==> config.mk <==
export PLATFORM = sky130hd
export DESIGN_NAME = delta_timer_queue
export DESIGN_NICKNAME = d
export VERILOG_FILES = /design/src/sv/dtq_pkg.sv /design/src/sv/dtq_ram.sv /design/src/sv/dtq_ring.sv /design/src/sv/delta_timer_queue.sv
export SDC_FILE = /design/constraint.sdc
export NUM_CORES = 1
export LEC_CHECK = 0
export BUFFER_PORTS_ARGS = -buffer_cell sky130_fd_sc_hd__buf_2
export CAP_MARGIN = 20
export CELL_PAD_IN_SITES_DETAIL_PLACEMENT = 1
export CELL_PAD_IN_SITES_GLOBAL_PLACEMENT = 2
export CORE_MARGIN = 2
export CORE_UTILIZATION = 50
export DETAILED_ROUTE_END_ITERATION = 12
export PLACE_DENSITY = 0.87
export SYNTH_ARGS = -nofsm -noshare
export SYNTH_HDL_FRONTEND = slang
export SYNTH_SLANG_ARGS = --single-unit
==> constraint.sdc <==
create_clock -name clock -period 15.6 [get_ports clock]
set_input_delay 0.78 -clock clock [delete_from_list [all_inputs] [get_ports clock]]
set_output_delay 0.78 -clock clock [all_outputs]
set_load 0.02 [all_outputs]
==> src/sv/dtq_pkg.sv <==
package dtq_pkg;

   localparam int DEPTH      = 16;
   localparam int TAG_BITS   = 8;
   localparam int IDX_BITS   = (DEPTH > 1) ? $clog2(DEPTH) : 1;
   localparam int CNT_BITS   = $clog2(DEPTH + 1);
   localparam int DELTA_BITS = 17;

   localparam logic CMD_INSERT = 1'b0;
   localparam logic CMD_TICK   = 1'b1;

   localparam logic [1:0] KIND_ACCEPT = 2'd0;
   localparam logic [1:0] KIND_FULL   = 2'd1;
   localparam logic [1:0] KIND_FIRED  = 2'd2;

   typedef struct packed {
      logic signed [DELTA_BITS-1:0] delta;
      logic [TAG_BITS-1:0]          tag;
   } entry_type;

   // access to the queue by position counted from the head
   typedef struct packed {
      logic                rd_en;
      logic [IDX_BITS-1:0] rd_idx;
      logic                wr_en;
      logic [IDX_BITS-1:0] wr_idx;
      entry_type           wr_data;
      logic                pop;
   } mem_req_type;

   function automatic logic [IDX_BITS-1:0] ring_addr(input logic [IDX_BITS-1:0] head,
                                                      input logic [IDX_BITS-1:0] idx);
      logic [IDX_BITS:0] sum;
      sum = {1'b0, head} + {1'b0, idx};
      if (sum >= (IDX_BITS+1)'(DEPTH)) begin
         sum = sum - (IDX_BITS+1)'(DEPTH);
      end
      return sum[IDX_BITS-1:0];
   endfunction

endpackage

==> src/sv/dtq_ram.sv <==
module dtq_ram #(
   parameter int WIDTH = 8,
   parameter int DEPTH = 16,
   localparam int ADDR_BITS = (DEPTH > 1) ? $clog2(DEPTH) : 1
) (
   input  logic                     clock,
   input  logic                     wr_en,
   input  logic [ADDR_BITS-1:0]     wr_addr,
   input  logic [WIDTH-1:0]         wr_data,
   input  logic                     rd_en,
   input  logic [ADDR_BITS-1:0]     rd_addr,
   output logic [WIDTH-1:0]         rd_data
);

   logic [WIDTH-1:0] mem_ff [DEPTH];
   logic [WIDTH-1:0] rd_data_ff;

   always_ff @(posedge clock) begin
      if (wr_en) begin
         mem_ff[wr_addr] <= wr_data;
      end
      if (rd_en) begin
         rd_data_ff <= mem_ff[rd_addr];
      end
   end

   assign rd_data = rd_data_ff;

endmodule

==> src/sv/dtq_ring.sv <==
module dtq_ring (
   input  logic                clock,
   input  logic                reset,
   input  dtq_pkg::mem_req_type mem_req,
   output dtq_pkg::entry_type  rd_data
);

   logic [dtq_pkg::IDX_BITS-1:0] head_ff;
   logic [dtq_pkg::IDX_BITS-1:0] head_in;
   logic [dtq_pkg::IDX_BITS-1:0] rd_addr;
   logic [dtq_pkg::IDX_BITS-1:0] wr_addr;
   logic [$bits(dtq_pkg::entry_type)-1:0] ram_rd_data;

   // the queue is a circular buffer, so popping the head is a pointer move
   assign rd_addr = dtq_pkg::ring_addr(head_ff, mem_req.rd_idx);
   assign wr_addr = dtq_pkg::ring_addr(head_ff, mem_req.wr_idx);

   always_comb begin
      head_in = head_ff;
      if (mem_req.pop) begin
         head_in = dtq_pkg::ring_addr(head_ff, dtq_pkg::IDX_BITS'(1));
      end
   end

   always_ff @(posedge clock) begin
      if (reset) begin
         head_ff <= '0;
      end else begin
         head_ff <= head_in;
      end
   end

   dtq_ram #(
      .WIDTH ($bits(dtq_pkg::entry_type)),
      .DEPTH (dtq_pkg::DEPTH)
   ) u_ram (
      .clock   (clock),
      .wr_en   (mem_req.wr_en),
      .wr_addr (wr_addr),
      .wr_data (mem_req.wr_data),
      .rd_en   (mem_req.rd_en),
      .rd_addr (rd_addr),
      .rd_data (ram_rd_data)
   );

   assign rd_data = dtq_pkg::entry_type'(ram_rd_data);

endmodule

==> src/sv/delta_timer_queue.sv <==
// insert: a ram read and a check per entry compared, a read and a write per entry moved up,
// then the new entry is written and the accepted result registered; a reject next cycle
// tick: a read and a check per entry examined (one ram read each), fired events issued from
// checks, the last one from ST_TK_END when the queue runs empty; results cannot stall
// busy stays high until the last result, if any, of a transaction is issued; one at a time
// synchronous reset empties the queue (count and head pointer); ram contents are kept
module delta_timer_queue (
   input  logic        clock,
   input  logic        reset,
   input  logic        start,
   input  logic        req_cmd,
   input  logic [15:0] req_delay,
   input  logic [7:0]  req_event_tag,
   input  logic [15:0] req_tick_count,
   output logic        busy,
   output logic        rsp_strobe,
   output logic [1:0]  rsp_kind,
   output logic [7:0]  rsp_fired_tag,
   output logic        rsp_last
);

   localparam int IB = dtq_pkg::IDX_BITS;
   localparam int CB = dtq_pkg::CNT_BITS;
   localparam int DB = dtq_pkg::DELTA_BITS;
   localparam int TB = dtq_pkg::TAG_BITS;

   typedef enum logic [8:0] {
      ST_IDLE    = 9'b000000001,
      ST_INS_RD  = 9'b000000010,
      ST_INS_CHK = 9'b000000100,
      ST_SH_RD   = 9'b000001000,
      ST_SH_WR   = 9'b000010000,
      ST_INS_WR  = 9'b000100000,
      ST_TK_RD   = 9'b001000000,
      ST_TK_CHK  = 9'b010000000,
      ST_TK_END  = 9'b100000000
   } state_type;

   state_type state_ff, state_in;
   logic [CB-1:0] count_ff, count_in;
   logic [IB-1:0] pos_ff, pos_in;
   logic [IB-1:0] shift_ff, shift_in;
   logic [DB-1:0] rem_ff, rem_in;
   logic [TB-1:0] tag_ff, tag_in;
   logic [15:0]   ticks_ff, ticks_in;
   logic          first_ff, first_in;
   logic          pend_ff, pend_in;
   logic [TB-1:0] pend_tag_ff, pend_tag_in;

   logic          rsp_strobe_ff, rsp_strobe_in;
   logic [1:0]    rsp_kind_ff, rsp_kind_in;
   logic [7:0]    rsp_fired_tag_ff, rsp_fired_tag_in;
   logic          rsp_last_ff, rsp_last_in;

   dtq_pkg::mem_req_type mem_req;
   dtq_pkg::entry_type   rd_data;

   logic signed [DB:0] walk_diff;
   logic signed [DB:0] head_delta;
   logic               fire;
   logic [IB-1:0]      tail_idx;

   assign walk_diff = $signed({2'b00, rem_ff[DB-2:0]}) - $signed({rd_data.delta[DB-1],
                                                                  rd_data.delta});
   // only the head takes the tick count, later entries fire only at zero
   assign head_delta = first_ff ?
                       $signed({rd_data.delta[DB-1], rd_data.delta}) -
                       $signed({(DB+1-16)'(0), ticks_ff}) :
                       $signed({rd_data.delta[DB-1], rd_data.delta});
   assign fire     = (head_delta <= 0);
   assign tail_idx = IB'(count_ff - CB'(1));

   always_comb begin
      state_in    = state_ff;
      count_in    = count_ff;
      pos_in      = pos_ff;
      shift_in    = shift_ff;
      rem_in      = rem_ff;
      tag_in      = tag_ff;
      ticks_in    = ticks_ff;
      first_in    = first_ff;
      pend_in     = pend_ff;
      pend_tag_in = pend_tag_ff;

      rsp_strobe_in    = 1'b0;
      rsp_kind_in      = dtq_pkg::KIND_ACCEPT;
      rsp_fired_tag_in = '0;
      rsp_last_in      = 1'b0;

      mem_req         = '0;
      mem_req.wr_data = '0;

      unique case (state_ff)
         ST_IDLE: begin
            if (start) begin
               if (req_cmd == dtq_pkg::CMD_INSERT) begin
                  if (count_ff == CB'(dtq_pkg::DEPTH)) begin
                     rsp_strobe_in = 1'b1;
                     rsp_kind_in   = dtq_pkg::KIND_FULL;
                     rsp_last_in   = 1'b1;
                  end else begin
                     rem_in   = {1'b0, req_delay};
                     tag_in   = TB'(req_event_tag);
                     pos_in   = '0;
                     state_in = ST_INS_RD;
                  end
               end else begin
                  ticks_in = req_tick_count;
                  first_in = 1'b1;
                  pend_in  = 1'b0;
                  if (count_ff != '0) begin
                     state_in = ST_TK_RD;
                  end
               end
            end
         end
         ST_INS_RD: begin
            if (CB'(pos_ff) == count_ff) begin
               state_in = ST_INS_WR;
            end else if (rem_ff == '0) begin
               shift_in = tail_idx;
               state_in = ST_SH_RD;
            end else begin
               mem_req.rd_en  = 1'b1;
               mem_req.rd_idx = pos_ff;
               state_in       = ST_INS_CHK;
            end
         end
         ST_INS_CHK: begin
            if (walk_diff > 0) begin
               rem_in   = walk_diff[DB-1:0];
               pos_in   = pos_ff + IB'(1);
               state_in = ST_INS_RD;
            end else begin
               shift_in = tail_idx;
               state_in = ST_SH_RD;
            end
         end
         ST_SH_RD: begin
            mem_req.rd_en  = 1'b1;
            mem_req.rd_idx = shift_ff;
            state_in       = ST_SH_WR;
         end
         ST_SH_WR: begin
            // move one entry up; the one at the slot gives up the new event's delta
            mem_req.wr_en   = 1'b1;
            mem_req.wr_idx  = shift_ff + IB'(1);
            mem_req.wr_data = rd_data;
            if (shift_ff == pos_ff) begin
               mem_req.wr_data.delta = rd_data.delta - rem_ff;
               state_in              = ST_INS_WR;
            end else begin
               shift_in = shift_ff - IB'(1);
               state_in = ST_SH_RD;
            end
         end
         ST_INS_WR: begin
            mem_req.wr_en         = 1'b1;
            mem_req.wr_idx        = pos_ff;
            mem_req.wr_data.delta = rem_ff;
            mem_req.wr_data.tag   = tag_ff;
            count_in              = count_ff + CB'(1);
            rsp_strobe_in         = 1'b1;
            rsp_kind_in           = dtq_pkg::KIND_ACCEPT;
            rsp_last_in           = 1'b1;
            state_in              = ST_IDLE;
         end
         ST_TK_RD: begin
            mem_req.rd_en  = 1'b1;
            mem_req.rd_idx = '0;
            state_in       = ST_TK_CHK;
         end
         ST_TK_CHK: begin
            first_in = 1'b0;
            // a fired event is held back in pend until we know whether it is the last
            if (fire) begin
               if (pend_ff) begin
                  rsp_strobe_in    = 1'b1;
                  rsp_kind_in      = dtq_pkg::KIND_FIRED;
                  rsp_fired_tag_in = 8'(pend_tag_ff);
               end
               pend_in     = 1'b1;
               pend_tag_in = rd_data.tag;
               mem_req.pop = 1'b1;
               count_in    = count_ff - CB'(1);
               state_in    = (count_ff == CB'(1)) ? ST_TK_END : ST_TK_RD;
            end else begin
               if (pend_ff) begin
                  rsp_strobe_in    = 1'b1;
                  rsp_kind_in      = dtq_pkg::KIND_FIRED;
                  rsp_fired_tag_in = 8'(pend_tag_ff);
                  rsp_last_in      = 1'b1;
               end else begin
                  mem_req.wr_en         = 1'b1;
                  mem_req.wr_idx        = '0;
                  mem_req.wr_data.delta = head_delta[DB-1:0];
                  mem_req.wr_data.tag   = rd_data.tag;
               end
               state_in = ST_IDLE;
            end
         end
         ST_TK_END: begin
            rsp_strobe_in    = 1'b1;
            rsp_kind_in      = dtq_pkg::KIND_FIRED;
            rsp_fired_tag_in = 8'(pend_tag_ff);
            rsp_last_in      = 1'b1;
            pend_in          = 1'b0;
            state_in         = ST_IDLE;
         end
         default: begin
            state_in = ST_IDLE;
         end
      endcase
   end

   always_ff @(posedge clock) begin
      if (reset) begin
         state_ff      <= ST_IDLE;
         count_ff      <= '0;
         pend_ff       <= 1'b0;
         first_ff      <= 1'b0;
         rsp_strobe_ff <= 1'b0;
      end else begin
         state_ff      <= state_in;
         count_ff      <= count_in;
         pend_ff       <= pend_in;
         first_ff      <= first_in;
         rsp_strobe_ff <= rsp_strobe_in;
      end
   end

   always_ff @(posedge clock) begin
      pos_ff           <= pos_in;
      shift_ff         <= shift_in;
      rem_ff           <= rem_in;
      tag_ff           <= tag_in;
      ticks_ff         <= ticks_in;
      pend_tag_ff      <= pend_tag_in;
      rsp_kind_ff      <= rsp_kind_in;
      rsp_fired_tag_ff <= rsp_fired_tag_in;
      rsp_last_ff      <= rsp_last_in;
   end

   dtq_ring u_ring (
      .clock   (clock),
      .reset   (reset),
      .mem_req (mem_req),
      .rd_data (rd_data)
   );

   assign busy          = (state_ff != ST_IDLE);
   assign rsp_strobe    = rsp_strobe_ff;
   assign rsp_kind      = rsp_kind_ff;
   assign rsp_fired_tag = rsp_fired_tag_ff;
   assign rsp_last      = rsp_last_ff;

   a_count_range: assert property (@(posedge clock) disable iff (reset)
      count_ff <= CB'(dtq_pkg::DEPTH))
      else $error("entry count above queue depth");

   a_no_same_entry: assert property (@(posedge clock) disable iff (reset)
      !(mem_req.rd_en && mem_req.wr_en && mem_req.rd_idx == mem_req.wr_idx))
      else $error("read and write of the same entry in one cycle");

   a_full_reject: assert property (@(posedge clock) disable iff (reset)
      (start && !busy && req_cmd == dtq_pkg::CMD_INSERT &&
       count_ff == CB'(dtq_pkg::DEPTH))
      |=> (rsp_strobe && rsp_kind == dtq_pkg::KIND_FULL && rsp_last))
      else $error("insert into full queue not rejected");

   a_insert_single: assert property (@(posedge clock) disable iff (reset)
      (rsp_strobe && rsp_kind != dtq_pkg::KIND_FIRED) |-> rsp_last)
      else $error("insert transaction result not flagged last");

   a_pop_from_tick: assert property (@(posedge clock) disable iff (reset)
      mem_req.pop |-> (state_ff == ST_TK_CHK && count_ff != '0))
      else $error("pop outside tick or on empty queue");

endmodule
==> results of run 1 <==
through the flow:
| step | util | hold slack [ps] | total power [uW] |
|---|---|---|---|
| finish | 0.568 | 344 | 2970 |
| global route | 0.568 | 331 | 3060 |
| CTS | 0.567 | 321 | 2990 |
| detailed placement | 0.532 | 451 | 1800 |
| global placement | 0.532 | 456 | 1790 |
| floorplan | - | 427 | 1720 |
worst max-delay path, delay by kind of cell (launching register included):
kind	cells	cell delay (ps)
AND/OR/NAND/NOR	6	2220
adder cells (fa/ha/maj)	2	1600
buffers and inverters	2	700
AO/OA/AOI/OAI	3	620
multiplexers	1	390
flip-flops	1	350
Yosys cell counts, types with 23 or more instances:
library cell,instances,area share
a211oi_1,31,0.0099
a21oi_1,52,0.011
a31oi_1,36,0.0096
and2_1,28,0.0075
clkbuf_1,61,0.0098
dfxtp_1,32,0.027
edfxtp_1,482,0.62
ha_1,62,0.033
inv_1,77,0.012
mux2i_1,23,0.0098
mux4_2,100,0.096
nand2_1,133,0.021
nand3_1,25,0.0053
nor2_1,59,0.0095
o21ai_0,50,0.011
xnor2_1,43,0.016
xor2_1,25,0.0094
routing by layer:
metal | vias up | routed length [um]
li1 | 6237 | -
met1 | 7414 | 26800
met2 | 491 | 30300
met3 | 148 | 3520
met4 | 0 | 2640
met5 | - | 0
cells by family (layout without fill, tap and decap cells):
family | Yosys count | in the layout | synth area share
AOI/OAI and AO/OA | 283 | 283 | 0.0833
xor gates and xnor gates | 68 | 68 | 0.0254
adders and majority gates | 67 | 67 | 0.0374
buffers and inverters | 158 | 277 | 0.0261
DFF | 514 | 514 | 0.646
muxes | 129 | 129 | 0.109
and+or+nand+nor | 350 | 350 | 0.0728
worst paths after layout:
kind,endpoint,depth (start not counted)
worst max register to register,u_ring.u_ram.rd_data[4],14
worst min register to register,rsp_fired_tag[1],1
worst max-delay path,u_ring.u_ram.rd_data[4],14
worst min-delay path,tag_ff[4],1
layout by cell type, fill, tap and decap left out, types with 9 or more instances in the layout:
| cell | instances |
|---|---|
| o221ai_1 | 15 |
| nand2_1 | 133 |
| xnor2_1 | 41 |
| clkbuf_16 | 52 |
| a21o_1 | 21 |
| a21oi_1 | 52 |
| a31oi_1 | 34 |
| nor2_1 | 59 |
| o21ai_0 | 50 |
| edfxtp_1 | 482 |
| clkbuf_1 | 17 |
| dfxtp_1 | 32 |
| nand4_1 | 9 |
| inv_1 | 77 |
| nor3_1 | 20 |
| ha_1 | 61 |
| and2_1 | 28 |
| mux4_2 | 100 |
| o21a_1 | 13 |
| a22o_1 | 10 |
| buf_4 | 49 |
| a211oi_1 | 31 |
| nand3_1 | 24 |
| clkinv_1 | 10 |
| mux2i_1 | 23 |
| buf_2 | 56 |
| nor2b_1 | 22 |
| xor2_1 | 24 |
report_power, final:
group / switching, uW / total, uW / leakage (uW) / internal [uW]
clock network: 532 / 1200 / 0.000769 / 669
logic: 154 / 244 / 0.00371 / 89.8
registers: 19.6 / 1530 / 0.00520 / 1510
final cells by class:
class	instances	area share
Clock inverter	26	0.00950
Sequential cell	514	0.574
Clock buffer	69	0.0518
Inverter	77	0.0110
Timing Repair Buffer	105	0.0246
Multi-Input combinational cell	897	0.301
Tap cell	607	0.0288
state kept, by name (all words and copies together), names as in the netlist:
signal,count
u_ring.u_ram.mem_ff,400
u_ring.u_ram.rd_data,25
rem_ff,17
ticks_ff,16
state_ff,9
pend_tag_ff,8
rsp_fired_tag,8
tag_ff,8
count_ff,5
pos_ff,4
shift_ff,4
u_ring.head_ff,4
rsp_kind,2
first_ff,1
pend_ff,1
rsp_last,1
rsp_strobe,1
==> reports/qor.yml, run 1 <==
sta:
  max_freq_mhz: 160
  slew_headroom: 0.305
  setup_viol_count_final: 0
  skew_ps: 30.2
  setup-tns-final_ps: 0
  drv_slew: 0
  finalCritPeriodShare: 0.402
  worst_slew_pin_slew_ps: 1040
  hold_violations: 0
  setup_slack_ps: 9330
  rsz0062_at_grt: "no"
  min_period_ps: 6270
critical_path:
  startpoint: "state_ff[3]"
  endpoint_kind: "register"
  cp_common_cell: "nor2b_1"
  start_kind: "register"
  critPathKind: "reg -> reg"
  crit_chain: "nor4_1, or4b_1, nor3b_1, nor2b_1, nor2b_1, a22o_1, ha_4, inv_1, fa_4, buf_4, mux4_2, and2_1, a211oi_1, a31oi_1"
  critPathArrivalTime_ps: 6560
  worstPathMaxFanout: 60
  r2r_start: "state_ff[3]"
  critPathRequiredTime_ps: 15900
  rrSetupSlack_ps: 9330
  cpMaxStageDelayCell: "fa_4"
  max_stage_delay_ps: 1460
grt:
  grt_max_degree: 61
  grt_util_met1: 0.365
  gr-max-usage-layer: "met2"
  global_route.usage.total: 0.267
  antenna_found_initial: 0
  grt.overflow.total: 0
  first_global_vias: 15200
  grt_use_met2: 0.433
  use_met3: 0.0363
  grt_pass1_wl_mm: 94.8
cts:
  cts_tree: "done"
  clock_sinks: 514
  clkTransAtPathRegs_ps: 60
  cts_resized: 0
  root_buffer: "clkbuf_16"
  clock_latency_ps: 610
  postCtsHoldBufs: 0
  cts_buffers: 52
  postCtsSetupBuffers: 0
  h-tree-depth: 2
  cts_buffer_depth: 3
route:
  avgRoutedWirePerCell_um: 27.6
  drtPass1Iterations: 7
  routed_via_density: 6.23
  postRouteWirelength_mm: 63.3
  drc_errors: 0
  drtIter0Drc: 1201
  num_vias: 14300
  ant_nets: 0
power:
  peakVddDrop_mv: 0.105
  pwr_density_cell_nw_per_um2: 113
  power.leakage_uw: 0.00968
yosys:
  yosysWarnings: 0
  netlist_area_um2: 23400
  synth_flop_cell: "edfxtp_1"
  syn_nets: 1680
  ys_ff_latch: 514
  synth.avg_cell_area_um2: 14.9
  synthArstFlopShare: 0
  syn_inst: 1569
  synth_cell_type_count: 74
  synth_edf_count: 482
  yosysSeqAreaShare: 0.646
placement:
  place_ws_ps: 9470
  hpwlAfterDp_mm: 39.4
  gp_congestion: 0.877
  portBuffers: 56
  dpl_cell_area_um2: 24700
  placedCellCount: 2194
finish:
  multi_input_area_um2: 7920
  nets: 1758
  nFillCells: 4332
  area_delta_synth_final_pct: 12.6
  stdcell_area_um2: 26300
  ff_latch_area_um2: 15100
  antenna_cells: 0
  drive_above_1_share: 0.186
  final_cells: 2295
job:
  max-cap-violations: 0
die:
  core_um2: 46400
  rows: 79
  die_y_um: 220
  die_x_um: 220
  start_util: 0.505
  ios: 57
  die-area_um2: 48600
hold_path:
  hp-start: "req_event_tag[4]"
  hold_class: "in -> reg"
status:
  status: "complete, no violations"
No activity file was read; power rests on OpenSTA's default activity.
==> run 2: changes to the inputs <==
--- a/config.mk
+++ b/config.mk
@@ -5,14 +5,15 @@
 export SDC_FILE = /design/constraint.sdc
 export NUM_CORES = 1
 export LEC_CHECK = 0
+export ABC_AREA = 1
 export BUFFER_PORTS_ARGS = -buffer_cell sky130_fd_sc_hd__buf_2
 export CAP_MARGIN = 20
 export CELL_PAD_IN_SITES_DETAIL_PLACEMENT = 1
 export CELL_PAD_IN_SITES_GLOBAL_PLACEMENT = 2
 export CORE_MARGIN = 2
-export CORE_UTILIZATION = 50
+export CORE_UTILIZATION = 43
 export DETAILED_ROUTE_END_ITERATION = 12
-export PLACE_DENSITY = 0.87
+export PLACE_DENSITY = 0.82
 export SYNTH_ARGS = -nofsm -noshare
 export SYNTH_HDL_FRONTEND = slang
 export SYNTH_SLANG_ARGS = --single-unit
==> constraint.sdc (replaced) <==
create_clock -name clock -period 5.9 [get_ports clock]
set_input_delay 0.295 -clock clock [delete_from_list [all_inputs] [get_ports clock]]
set_output_delay 0.295 -clock clock [all_outputs]
set_load 0.02 [all_outputs]
==> reports/qor.yml, run 2 <==
status:
  status: "complete, no violations"  # unchanged
sta:
  min_period_ps: 4730  # was 6270 ps
  slew_headroom: 0.286  # was 0.305
  skew_ps: 28.6  # was 30.2 ps
  drv_slew: 0  # unchanged
  finalCritPeriodShare: 0.802  # was 0.402
  rsz0062_at_grt: "no"  # unchanged
  setup_viol_count_final: 0  # unchanged
  max_freq_mhz: 211  # was 160 MHz
  worst_slew_pin_slew_ps: 1070  # was 1040 ps
  setup_slack_ps: 1170  # was 9330 ps
  hold_violations: 0  # unchanged
  setup-tns-final_ps: 0  # unchanged
grt:
  use_met3: 0.0312  # was 0.0363
  grt_pass1_wl_mm: 112  # was 94.8 mm
  global_route.usage.total: 0.258  # was 0.267
  grt_util_met1: 0.346  # was 0.365
  antenna_found_initial: 0  # unchanged
  gr-max-usage-layer: "met2"  # unchanged
  grt_max_degree: 201  # was 61
  grt_use_met2: 0.438  # was 0.433
  grt.overflow.total: 0  # unchanged
  first_global_vias: 18500  # was 15200
hold_path:
  hold_class: "in -> reg"  # unchanged
  whs_path_depth: 3  # was 1
finish:
  mostFrequentLayoutCell: "edfxtp_1"  # unchanged
  area_delta_synth_final_pct: 14.7  # was 12.6%
  stdcell_area_um2: 27500  # was 26300 um2
  nets: 2402  # was 1758
  largest_reg_flops: 400  # unchanged
  nFillCells: 5915  # was 4332
  drive_above_1_share: 0.116  # was 0.186
  antenna_cells: 0  # unchanged
  largest_register: "u_ring.u_ram.mem_ff"  # unchanged
  final_cell_mix: "482 x edfxtp_1, 477 x nand2_1, 251 x a21oi_1, 190 x inv_1, 121 x nor2_1"  # was 482 x edfxtp_1, 133 x nand2_1, 100 x mux4_2, 77 x inv_1, 61 x ha_1
route:
  drtPass1Iterations: 7  # unchanged
  avgRoutedWirePerCell_um: 23.9  # was 27.6 um
  drc_errors: 0  # unchanged
  routed_via_density: 5.65  # was 6.23
  ant_nets: 0  # unchanged
  num_vias: 17400  # was 14300
  postRouteWirelength_mm: 73.6  # was 63.3 mm
  drtIter0Drc: 1487  # was 1201
critical_path:
  ff2ff_path_depth: 20  # was 14
  critPathBufInv: 7  # was 2
  max_stage_delay_ps: 1080  # was 1460 ps
  worstPathMaxFanout: 26  # was 60
  cpMaxStageDelayCell: "fa_4"  # unchanged
  critPathRequiredTime_ps: 6210  # was 15900 ps
  endpoint_kind: "register"  # unchanged
  critPathKind: "reg -> reg"  # unchanged
  cp.depth: 20  # was 14
  critPathArrivalTime_ps: 5050  # was 6560 ps
  cp_common_cell: "inv_1"  # was nor2b_1
  start_kind: "register"  # unchanged
  crit_chain: "inv_1, o21ai_1, inv_1, o21ai_1, nor3_1, inv_1, nand2_1, nor2_2, inv_2, o22ai_1, ha_4, inv_1, fa_4, clkinv_2, buf_4, a21oi_1, a221oi_1, or2_2, nor2_1, a31oi_1"  # was nor4_1, or4b_1, nor3b_1, nor2b_1, nor2b_1, a22o_1, ha_4, inv_1, fa_4, buf_4, mux4_2, and2_1, a211oi_1, a31oi_1
  rrSetupSlack_ps: 1170  # was 9330 ps
  cp_top_family: "adder cells"  # was simple AND/OR/NAND/NOR gates
cts:
  h-tree-depth: 2  # unchanged
  cts_resized: 0  # unchanged
  root_buffer: "clkbuf_16"  # unchanged
  postCtsHoldBufs: 34  # was 0
  clock_sinks: 514  # unchanged
  clkTransAtPathRegs_ps: 60  # about the same
  cts_buffers: 54  # was 52
  postCtsSetupBuffers: 0  # unchanged
  clock_latency_ps: 620  # was 610 ps
  cts_tree: "done"  # unchanged
  cts_buffer_depth: 3  # unchanged
yosys:
  synth_simple_gate_area_frac: 0.134  # was 0.0728
  synth.avg_cell_area_um2: 10.9  # was 14.9 um2
  yosysSeqAreaShare: 0.631  # was 0.646
  synth_area_leaders: "edfxtp_1 60%, nand2_1 7.5%, a21oi_1 5.3%"  # was edfxtp_1 62%, mux4_2 9.6%, ha_1 3.3%
  synthMuxAreaShare: 0.000418  # was 0.109
  synth_most_common_cell: "edfxtp_1"  # unchanged
  yosysTopAreaCellShare: 0.605  # was 0.618
  synth_compound_area_frac: 0.133  # was 0.0833
  synth_cell_type_count: 55  # was 74
  yosysWarnings: 0  # unchanged
  ys_ff_latch: 514  # unchanged
  synthArstFlopShare: 0  # unchanged
  synthAdderAreaFrac: 0.0366  # was 0.0374
  syn_nets: 2308  # was 1680
  synth_edf_count: 482  # unchanged
  synth_top_family_by_area: "simple AND/OR/NAND/NOR gates"  # was multiplexers
  syn_inst: 2197  # was 1569
  netlist_area_um2: 23900  # was 23400 um2
  synthTopCellsByCount: "482 x edfxtp_1, 477 x nand2_1, 252 x a21oi_1"  # was 482 x edfxtp_1, 133 x nand2_1, 100 x mux4_2
  synth_flop_cell: "edfxtp_1"  # unchanged
  yosysTopAreaCell: "edfxtp_1"  # unchanged
  synthXorXnorAreaFrac: 0.0146  # was 0.0254
placement:
  place_ws_ps: 1100  # was 9470 ps
  gp_congestion: 0.881  # was 0.877
  portBuffers: 56  # unchanged
  hpwlAfterDp_mm: 47.9  # was 39.4 mm
  dpl_cell_area_um2: 25300  # was 24700 um2
die:
  ios: 57  # unchanged
  rows: 86  # was 79
  die-area_um2: 57600  # was 48600 um2
  core_um2: 55100  # was 46400 um2
  start_util: 0.435  # was 0.505
  die_y_um: 240  # was 220 um
  die_x_um: 240  # was 220 um
power:
  peakVddDrop_mv: 0.238  # was 0.105 mV
  power.leakage_uw: 0.0111  # was 0.00968 uW
  pwr_density_cell_nw_per_um2: 296  # was 113 nW/um2
job:
  max-cap-violations: 0  # unchanged
run 2: kinds of logic after synthesis:
logic type	count (synthesis)
muxes	1
DFF	514
xor gates and xnor gates	39
buffers and inverters	303
adders and majority gates	67
AOI/OAI and AO/OA	503
and+or+nand+nor	770
run 2: cell type report:
cell class,instances,area [um2],share of cell area
clock buffer,63,1410,0.0512
clock inverter,32,340,0.0124
inverter,201,763,0.0278
multi-input combinational,1380,7810,0.284
sequential,514,15100,0.551
tap,748,936,0.0341
timing repair buffer,140,1080,0.0395
run 2: layer usage:
| metal | wire [um] | up-vias |
|---|---|---|
| met3 | 3130 | 128 |
| met1 | 32300 | 8810 |
| met5 | 0 | - |
| met4 | 2270 | 0 |
| met2 | 35900 | 434 |
| li1 | - | 8022 |
run 2: stage by stage:
stage / power, uW / util / hold slack, ps / std cells
detailed placement: 4790 / 0.460 / 465 / 2946
global placement: 4780 / 0.459 / 453 / 2942
CTS: 8180 / 0.497 / 14.7 / 3075
global route: 8390 / 0.498 / 35.3 / 3078
floorplan: 4560 / - / 394 / 2197
finish: 8120 / 0.498 / 35.0 / 3078
run 2: where the power goes:
group	switching, uW	total [uW]	leakage, uW	internal, uW
Sequential	54.1	4050	0.00532	4000
Clock	1430	3390	0.000854	1960
Combinational	453	677	0.00494	224
run 2: path summary, 6_finish.rpt:
kind                     startpoint                 endpoint
setup / recovery          pos_ff[0]  u_ring.u_ram.rd_data[7]
hold / removal         req_delay[4]                rem_ff[4]
setup reg to reg          pos_ff[0]  u_ring.u_ram.rd_data[7]
hold reg to reg   u_ring.head_ff[3]        u_ring.head_ff[3]
run 2: worst reg2reg max path: cells and delay by family, from the launching register on:
kind | cells | cell delay [ps]
AOI/OAI and AO/OA | 6 | 810
DFF | 1 | 460
and+or+nand+nor | 5 | 730
adders and majority gates | 2 | 1260
buffers and inverters | 7 | 1210
